`config.mk`:
```
export PLATFORM = sky130hd
export DESIGN_NAME = touch_event_decoder_unit
export DESIGN_NICKNAME = d
export VERILOG_FILES = /design/src/hw/rtl/ted_pkg.sv /design/src/hw/rtl/ted_zone.sv /design/src/hw/rtl/touch_event_decoder_unit.sv
export SDC_FILE = /design/constraint.sdc
export NUM_CORES = 1
export LEC_CHECK = 0
export ABC_AREA = 1
export BUFFER_PORTS_ARGS = -buffer_cell sky130_fd_sc_hd__buf_2
export CELL_PAD_IN_SITES_DETAIL_PLACEMENT = 0
export CELL_PAD_IN_SITES_GLOBAL_PLACEMENT = 2
export CORE_UTILIZATION = 38
export CTS_BUF_LIST = sky130_fd_sc_hd__clkbuf_8 sky130_fd_sc_hd__clkbuf_16
export DETAILED_ROUTE_END_ITERATION = 10
export PLACE_DENSITY = 0.86
export SYNTH_ARGS = -nofsm -noshare
export SYNTH_HDL_FRONTEND = slang
export SYNTH_SLANG_ARGS = --single-unit
```
`constraint.sdc`:
```
create_clock -name clk_i -period 9.2 [get_ports clk_i]
set_clock_uncertainty 0.2 [all_clocks]
set_input_delay 1.84 -clock clk_i [delete_from_list [all_inputs] [get_ports clk_i]]
set_output_delay 1.84 -clock clk_i [all_outputs]
set_load 0.005 [all_outputs]
```
`src/hw/rtl/ted_pkg.sv`:
```
// Shared types and constants for the touch event decoder.
package ted_pkg;

  localparam int unsigned SWITCH_MAX_DEFAULT = 6;

  localparam logic [7:0] TOUCH_CMD  = 8'hB1;
  localparam logic [7:0] TEMP_LOW   = 8'd100;
  localparam logic [7:0] TEMP_HIGH  = 8'd150;
  localparam logic [7:0] TEMP_RESET = 8'd127;

  localparam logic [3:0] SWITCH_COUNT_RESET = 4'd6;
  localparam logic [7:0] IDLE_LIMIT_RESET   = 8'd200;

  // Touch panel geometry
  localparam logic [15:0] X_TEMP_SPLIT   = 16'd80;
  localparam logic [15:0] X_SWITCH_START = 16'd160;
  localparam logic [15:0] X_COL_SPLIT    = 16'd240;
  localparam logic [15:0] Y_TEMP_START   = 16'd180;
  localparam logic [15:0] Y_ROW_HALF     = 16'd120;
  localparam logic [15:0] Y_ROW_THIRD1   = 16'd80;
  localparam logic [15:0] Y_ROW_THIRD2   = 16'd160;

  // Configuration register indexes
  localparam logic [3:0] CFG_SWITCH_COUNT = 4'd0;
  localparam logic [3:0] CFG_IDLE_LIMIT   = 4'd1;

  // Frame byte positions
  localparam logic [2:0] POS_CMD    = 3'd0;
  localparam logic [2:0] POS_X_HIGH = 3'd1;
  localparam logic [2:0] POS_X_LOW  = 3'd2;
  localparam logic [2:0] POS_Y_HIGH = 3'd3;
  localparam logic [2:0] POS_Y_LOW  = 3'd4;

  typedef enum logic [1:0] {
    EV_TEMP      = 2'd0,
    EV_SWITCH    = 2'd1,
    EV_LIGHT_ON  = 2'd2,
    EV_LIGHT_OFF = 2'd3
  } event_kind_e;

  // Switch zone lookup result
  typedef struct packed {
    logic       hit;
    logic [2:0] idx;
  } zone_t;

endpackage

```
`src/hw/rtl/ted_zone.sv`:
```
// Switch zone lookup: maps a touch point to a switch index for the configured layout.
module ted_zone #(
  parameter int unsigned SwitchMax = ted_pkg::SWITCH_MAX_DEFAULT
) (
  input  logic [3:0]    switch_count_i,
  input  logic [15:0]   x_i,
  input  logic [15:0]   y_i,
  output ted_pkg::zone_t zone_o
);

  logic       left;
  logic       in_range;
  logic       hit;
  logic [2:0] idx;

  assign left     = x_i < ted_pkg::X_COL_SPLIT;
  assign in_range = (switch_count_i >= 4'd1) && (switch_count_i <= 4'(SwitchMax));

  always_comb begin
    hit = 1'b1;
    idx = 3'd0;
    case (switch_count_i)
      4'd1: idx = 3'd0;
      4'd2: idx = (y_i < ted_pkg::Y_ROW_HALF) ? 3'd0 : 3'd1;
      4'd3: begin
        if (y_i < ted_pkg::Y_ROW_THIRD1) idx = 3'd0;
        else if (y_i < ted_pkg::Y_ROW_THIRD2) idx = 3'd1;
        else idx = 3'd2;
      end
      4'd4: begin
        if (y_i < ted_pkg::Y_ROW_HALF) idx = left ? 3'd0 : 3'd1;
        else idx = left ? 3'd2 : 3'd3;
      end
      4'd5, 4'd6: begin
        if (y_i < ted_pkg::Y_ROW_THIRD1) idx = left ? 3'd0 : 3'd1;
        else if (y_i < ted_pkg::Y_ROW_THIRD2) idx = left ? 3'd2 : 3'd3;
        else if (left) idx = 3'd4;
        else begin
          idx = 3'd5;
          hit = (switch_count_i == 4'd6);
        end
      end
      default: hit = 1'b0;
    endcase
  end

  assign zone_o.hit = hit && in_range && (idx < 3'(SwitchMax));
  assign zone_o.idx = idx;

endmodule

```
`src/hw/rtl/touch_event_decoder_unit.sv`:
```
// Touch event decoder top level: frame assembly, hit test, idle timer, result register.
//
// Decodes touch-controller bytes and idle ticks into UI events. Every word on
// the input channel is captured in an input register; from there it is
// decoded against the block state and any event lands in the output register.
// One word per cycle is sustained: a new word is taken every cycle while the
// output register is empty or being drained. out_valid_o comes from
// the output register and rises when the decoded event is stored there.
// The input stalls only while the input register is full and the output
// register holds an event that the receiver is stalling.
// Frames are five words (command, x high, x low, y high, y low); only command
// 0xB1 acts. Config words (switch_count at index 0, idle_limit at index 1) are
// taken every cycle and should be written while the block is idle.
module touch_event_decoder_unit #(
  parameter int unsigned SwitchMax = ted_pkg::SWITCH_MAX_DEFAULT
) (
  input  logic       clk_i,
  input  logic       rst_ni,
  // input words
  input  logic       in_valid_i,
  output logic       in_stall_o,
  input  logic       func_i,
  input  logic [7:0] rx_byte_i,
  // events
  output logic       out_valid_o,
  input  logic       out_stall_i,
  output logic [1:0] event_kind_o,
  output logic [7:0] target_value_o,
  output logic [2:0] switch_index_o,
  output logic       switch_on_o,
  // config writes
  input  logic       cfg_valid_i,
  output logic       cfg_ready_o,
  input  logic [3:0] cfg_index_i,
  input  logic [7:0] cfg_data_i
);

  // ---------------------------------------------------------------------------
  // Config registers
  // ---------------------------------------------------------------------------
  logic [3:0] switch_count_q;
  logic [7:0] idle_limit_q;

  assign cfg_ready_o = 1'b1;

  always_ff @(posedge clk_i or negedge rst_ni) begin
    if (!rst_ni) begin
      switch_count_q <= ted_pkg::SWITCH_COUNT_RESET;
      idle_limit_q   <= ted_pkg::IDLE_LIMIT_RESET;
    end else if (cfg_valid_i && cfg_ready_o) begin
      case (cfg_index_i)
        ted_pkg::CFG_SWITCH_COUNT: switch_count_q <= cfg_data_i[3:0];
        ted_pkg::CFG_IDLE_LIMIT:   idle_limit_q   <= cfg_data_i;
        default: ;
      endcase
    end
  end

  // ---------------------------------------------------------------------------
  // Input register
  // ---------------------------------------------------------------------------
  logic       in_valid_q;
  logic       func_q;
  logic [7:0] byte_q;
  logic       advance;
  logic       in_take;

  // decode stage moves whenever the output register can take a new event
  assign advance    = !out_valid_o || !out_stall_i;
  assign in_stall_o = in_valid_q && !advance;
  assign in_take    = in_valid_i && !in_stall_o;

  always_ff @(posedge clk_i or negedge rst_ni) begin
    if (!rst_ni) begin
      in_valid_q <= 1'b0;
    end else if (in_take) begin
      in_valid_q <= 1'b1;
    end else if (advance) begin
      in_valid_q <= 1'b0;
    end
  end

  always_ff @(posedge clk_i) begin
    if (in_take) begin
      func_q <= func_i;
      byte_q <= rx_byte_i;
    end
  end

  // ---------------------------------------------------------------------------
  // Block state
  // ---------------------------------------------------------------------------
  logic [2:0]           pos_q, pos_d;
  logic [7:0]           cmd_q, cmd_d;
  logic [15:0]          x_q, x_d;
  logic [15:0]          y_q, y_d;
  logic                 light_q, light_d;
  logic [7:0]           idle_q, idle_d;
  logic [7:0]           temp_q, temp_d;
  logic [SwitchMax-1:0] sw_q, sw_d;

  // ---------------------------------------------------------------------------
  // Decode
  // ---------------------------------------------------------------------------
  ted_pkg::zone_t zone;
  logic [15:0]    y_full;
  logic [7:0]     temp_clamp;
  logic [7:0]     temp_step;
  logic           sw_new;
  logic           emit;
  ted_pkg::event_kind_e kind;
  logic [2:0]     ev_idx;
  logic           ev_on;

  // y as it stands once the last frame byte is in
  assign y_full = {y_q[7:0], byte_q};

  ted_zone #(
    .SwitchMax(SwitchMax)
  ) u_zone (
    .switch_count_i(switch_count_q),
    .x_i           (x_q),
    .y_i           (y_full),
    .zone_o        (zone)
  );

  // temperature: clamp into range, then one step toward the touched side
  always_comb begin
    if (temp_q > ted_pkg::TEMP_HIGH) temp_clamp = ted_pkg::TEMP_HIGH;
    else if (temp_q < ted_pkg::TEMP_LOW) temp_clamp = ted_pkg::TEMP_LOW;
    else temp_clamp = temp_q;

    if (x_q >= ted_pkg::X_TEMP_SPLIT && temp_clamp > ted_pkg::TEMP_LOW) begin
      temp_step = temp_clamp - 8'd1;
    end else if (x_q < ted_pkg::X_TEMP_SPLIT && temp_clamp < ted_pkg::TEMP_HIGH) begin
      temp_step = temp_clamp + 8'd1;
    end else begin
      temp_step = temp_clamp;
    end
  end

  always_comb begin
    sw_new = 1'b0;
    for (int k = 0; k < SwitchMax; k++) begin
      if (zone.idx == 3'(k)) sw_new = ~sw_q[k];
    end
  end

  always_comb begin
    pos_d   = pos_q;
    cmd_d   = cmd_q;
    x_d     = x_q;
    y_d     = y_q;
    light_d = light_q;
    idle_d  = idle_q;
    temp_d  = temp_q;
    sw_d    = sw_q;
    emit    = 1'b0;
    kind    = ted_pkg::EV_TEMP;
    ev_idx  = 3'd0;
    ev_on   = 1'b0;

    if (func_q) begin
      // idle tick
      if (light_q) begin
        if (idle_q == idle_limit_q) begin
          light_d = 1'b0;
          emit    = 1'b1;
          kind    = ted_pkg::EV_LIGHT_OFF;
        end else begin
          idle_d = idle_q + 8'd1;
        end
      end
    end else begin
      unique case (pos_q)
        ted_pkg::POS_X_HIGH: begin
          x_d   = {8'd0, byte_q};
          pos_d = ted_pkg::POS_X_LOW;
        end
        ted_pkg::POS_X_LOW: begin
          x_d   = {x_q[7:0], byte_q};
          pos_d = ted_pkg::POS_Y_HIGH;
        end
        ted_pkg::POS_Y_HIGH: begin
          y_d   = {8'd0, byte_q};
          pos_d = ted_pkg::POS_Y_LOW;
        end
        ted_pkg::POS_Y_LOW: begin
          y_d   = y_full;
          pos_d = ted_pkg::POS_CMD;
          if (cmd_q == ted_pkg::TOUCH_CMD) begin
            idle_d = 8'd0;
            if (!light_q) begin
              light_d = 1'b1;
              emit    = 1'b1;
              kind    = ted_pkg::EV_LIGHT_ON;
            end else if (x_q < ted_pkg::X_SWITCH_START) begin
              // left side: temperature buttons below the info area
              if (y_full > ted_pkg::Y_TEMP_START && temp_step != temp_q) begin
                temp_d = temp_step;
                emit   = 1'b1;
                kind   = ted_pkg::EV_TEMP;
              end
            end else if (zone.hit) begin
              for (int k = 0; k < SwitchMax; k++) begin
                if (zone.idx == 3'(k)) sw_d[k] = sw_new;
              end
              emit   = 1'b1;
              kind   = ted_pkg::EV_SWITCH;
              ev_idx = zone.idx;
              ev_on  = sw_new;
            end
          end
        end
        default: begin
          // command byte; unreachable positions also restart here
          cmd_d = byte_q;
          pos_d = ted_pkg::POS_X_HIGH;
        end
      endcase
    end
  end

  logic fire;
  assign fire = in_valid_q && advance;

  always_ff @(posedge clk_i or negedge rst_ni) begin
    if (!rst_ni) begin
      pos_q   <= ted_pkg::POS_CMD;
      cmd_q   <= 8'd0;
      x_q     <= 16'd0;
      y_q     <= 16'd0;
      light_q <= 1'b1;
      idle_q  <= 8'd0;
      temp_q  <= ted_pkg::TEMP_RESET;
      sw_q    <= '0;
    end else if (fire) begin
      pos_q   <= pos_d;
      cmd_q   <= cmd_d;
      x_q     <= x_d;
      y_q     <= y_d;
      light_q <= light_d;
      idle_q  <= idle_d;
      temp_q  <= temp_d;
      sw_q    <= sw_d;
    end
  end

  // ---------------------------------------------------------------------------
  // Output register
  // ---------------------------------------------------------------------------
  logic       out_valid_q;
  logic [1:0] kind_q;
  logic [7:0] target_q;
  logic [2:0] idx_q;
  logic       on_q;

  always_ff @(posedge clk_i or negedge rst_ni) begin
    if (!rst_ni) begin
      out_valid_q <= 1'b0;
    end else if (advance) begin
      out_valid_q <= fire && emit;
    end
  end

  always_ff @(posedge clk_i) begin
    if (fire && emit) begin
      kind_q   <= kind;
      target_q <= temp_d;
      idx_q    <= ev_idx;
      on_q     <= ev_on;
    end
  end

  assign out_valid_o    = out_valid_q;
  assign event_kind_o   = kind_q;
  assign target_value_o = target_q;
  assign switch_index_o = idx_q;
  assign switch_on_o    = on_q;

  // ---------------------------------------------------------------------------
  // Assertions
  // ---------------------------------------------------------------------------
  a_temp_range: assert property (@(posedge clk_i) disable iff (!rst_ni)
    (out_valid_o && event_kind_o == ted_pkg::EV_TEMP) |->
      (target_value_o >= ted_pkg::TEMP_LOW && target_value_o <= ted_pkg::TEMP_HIGH))
    else $error("temperature event outside target range");

  a_switch_idx: assert property (@(posedge clk_i) disable iff (!rst_ni)
    (out_valid_o && event_kind_o == ted_pkg::EV_SWITCH) |-> (switch_index_o < 3'(SwitchMax)))
    else $error("switch event index beyond switch count");

  a_pos_range: assert property (@(posedge clk_i) disable iff (!rst_ni)
    pos_q <= ted_pkg::POS_Y_LOW)
    else $error("frame position out of range");

  a_light_off: assert property (@(posedge clk_i) disable iff (!rst_ni)
    (fire && emit && kind == ted_pkg::EV_LIGHT_OFF) |=> !light_q)
    else $error("backlight-off event left backlight on");

  a_stall_hold: assert property (@(posedge clk_i) disable iff (!rst_ni)
    in_stall_o |-> (in_valid_q && out_valid_o))
    else $error("input stalled with no pending event");

endmodule
```
==> impl_metrics.py <==
metrics = {
    "global_route": {
        "grt_usage": 0.184,
        "grt_pass1_wl_um": 20200,
        "grt_max_degree": 73,
        "antenna_found_initial": 0,
        "grt_overflow": 0,
        "grt_pass1_vias": 4140,
    },
    "yosys": {
        "yosysTopAreaCellShare": 0.286,
        "async_flop_share": 0.758,
        "yosysWarningCount": 0,
        "synth_area_um2": 5170,
        "ys.flop_type": "dfrtp_1",
        "synth-seq-area-share": 0.485,
        "ys_types": 41,
        "syn_nets": 689,
        "synth_seq_cells": 95,
        "synthTopCellsByArea": "dfrtp_1 29%, edfxtp_1 13%, nand2_1 12%, dfstp_2 6.6%, inv_1 6.1%",
        "yosysTopAreaCell": "dfrtp_1",
        "syn_avg_cell_area_um2": 7.85,
        "syn_inst": 659,
        "synth-edff-count": 23,
    },
    "setup_path": {
        "worst-setup-path-type": "in -> out",
        "crit_end": "in_stall_o",
        "cp.required_ns": 7.16,
        "cp-end-kind": "output pin",
        "reg2reg_slack_ns": 5.34,
        "r2r_end": "target_value_o[4]$_DFFE_PP_",
        "crit_start": "out_stall_i",
        "timing.rr.start": "temp_q[4]$_DFFE_PN1P_",
        "rr_worst_depth": 25,
        "crit_path_start_kind": "input pin",
        "cp.arrival_ns": 2.38,
        "path_max_fanout": 3,
    },
    "timing": {
        "final_max_slew_viol_count": 0,
        "fmax_ghz": 0.226,
        "relSlewSlack": 0.364,
        "grt_setup_unrepaired": "no",
        "fin_crit_sh": 0.481,
        "setup_tns_ns": 0,
        "final_hold_viol_count": 0,
        "post-route-min-period_ns": 4.42,
        "tightest_slew_ns": 0.953,
        "setup_viol": 0,
    },
    "floorplanning": {
        "die_h_um": 119,
        "initial_utilization": 0.390,
        "fp.dieW_um": 119,
        "fp.dieArea_um2": 14100,
        "rows": 42,
        "io-pin-count": 43,
        "core_um2": 13200,
    },
    "clock_tree": {
        "cts.sinks": 95,
        "clk_latency_ns": 0.35,
        "cts_setup_buffers": 0,
        "cts_resized": 0,
        "cts_hold_buf": 0,
        "cts_tree": "yes",
        "htreeDepth": 3,
        "cts_buffers": 9,
        "cts_buffer_depth": 2,
        "cts_root_buf": "clkbuf_16",
        "clk_pin_slew_ns": 0.07,
    },
    "finish": {
        "drive_above_1_share": 0.165,
        "synthToLayoutAreaGrowth_pct": 13.4,
        "antennaDiodeCount": 0,
        "layout_commonest_cell": "nand2_1",
        "final_cell_mix": "169 x nand2_1, 85 x inv_1, 66 x nor2_1",
        "nNetsFinal": 734,
        "nFillCells": 1346,
    },
    "route": {
        "wl_per_cell_um": 13.6,
        "dr.pass1.iters": 4,
        "initialDrtViolationCount": 260,
        "antenna_left": 0,
        "routed_wl_um": 12000,
        "vias": 4391,
        "drc": 0,
        "detail_route.vias_per_cell": 4.96,
    },
    "run_status": {
        "outcome": "complete, no violations",
    },
    "placed_design": {
        "dpl.hpwl_um": 9100,
        "gp_congestion": 0.833,
        "port_buffers": 41,
    },
    "pwr": {
        "leakagePower_nw": 2.84,
        "finalPower_mw": 1.47,
        "peakVddDrop_mv": 0.128,
        "power_density_nw_per_um2": 251,
    },
    "worst_hold_path": {
        "hold_path.class": "reg -> reg",
        "hold_path_depth": 2,
    },
    "job": {
        "maxCapViolations": 0,
    },
}
[worst min-delay path by stage]
| stage | from | slack (ns) | to |
|---|---|---|---|
| after floorplan | x_q[11]$_DFFE_PN0P_ | 0.24 | x_q[11]$_DFFE_PN0P_ |
| after global placement | x_q[8]$_DFFE_PN0P_ | 0.26 | x_q[8]$_DFFE_PN0P_ |
| after detailed placement | x_q[10]$_DFFE_PN0P_ | 0.26 | x_q[10]$_DFFE_PN0P_ |
| after CTS | x_q[10]$_DFFE_PN0P_ | 0.28 | x_q[10]$_DFFE_PN0P_ |
| after global routing | x_q[10]$_DFFE_PN0P_ | 0.31 | x_q[10]$_DFFE_PN0P_ |
| final | x_q[10]$_DFFE_PN0P_ | 0.27 | x_q[10]$_DFFE_PN0P_ |
[critical path: stages]
cell,delay (ns)
buf_2,0.07
nand2_1,0.10
nor2_1,0.21
buf_2,0.16
[cells by family (layout without fill, tap and decap cells)]
kind of cell,after synthesis,in the layout,share of synthesized area
adders and majority gates,4,4,0.00968
buffers and inverters,100,150,0.0733
other,1,1,0.000725
xor gates and xnor gates,3,3,0.00508
muxes,2,2,0.00436
DFF,95,95,0.485
and+or+nand+nor,373,373,0.336
AOI/OAI and AO/OA,81,81,0.0857
[stage by stage]
| step | instances | setup WS [ns] | cell area, µm² | hold slack, ns | utilization |
|---|---|---|---|---|---|
| finish | 885 | 4.78 | 5860 | 0.272 | 0.443 |
| global route | 885 | 4.76 | 5860 | 0.311 | 0.443 |
| CTS | 885 | 4.77 | 5860 | 0.277 | 0.443 |
| detailed placement | 869 | 4.77 | 5570 | 0.259 | 0.421 |
| global placement | 869 | 4.78 | 5570 | 0.255 | 0.421 |
| floorplan | 659 | 5.13 | 5170 | 0.243 | - |
[cells in the mapped netlist (3+ instances only)]
library cell / n
a21oi_1: 10
and2_1: 8
clkbuf_1: 7
dfrtp_1: 59
dfstp_2: 13
edfxtp_1: 23
ha_1: 4
inv_1: 84
inv_2: 7
nand2_1: 169
nand2_2: 19
nand2_4: 3
nand3_1: 47
nand3_2: 3
nand3b_1: 3
nand4_1: 20
nor2_1: 66
nor2_2: 5
nor2_4: 3
nor3_1: 14
nor4_1: 8
o21ai_0: 50
o21ai_1: 10
[power by group]
part / internal, mW / switching, mW
sequential: 0.533 / 0.0692
combinational: 0.157 / 0.338
clock: 0.211 / 0.162
[flip-flops by register name, summed over array words and instances, names as in the netlist, 4 cells and up]
name            cells
byte_q              8
target_value_o      8
switch_count_q      4
y_q                 8
idle_limit_q        8
sw_q                6
cmd_q               8
x_q                16
idle_q              8
temp_q              8
[final cells by class]
type	instances	area, µm²	area share
well taps	176	220	0.0376
inverters	92	345	0.0589
repair buffers	42	213	0.0363
flip-flops and latches	95	2510	0.428
multi-input cells	464	2280	0.389
clock inverters	7	68.8	0.0117
clock buffers	9	225	0.0384
[routing by layer]
metal  vias to the layer above  routed length, µm  track usage
li1                       2237                  -            -
met1                      2056               5790        0.251
met2                        80               5400        0.284
met3                        18                556       0.0468
met4                         0                265       0.0617
met5                         -                  0            0
Power figures use the tool's default switching activity.
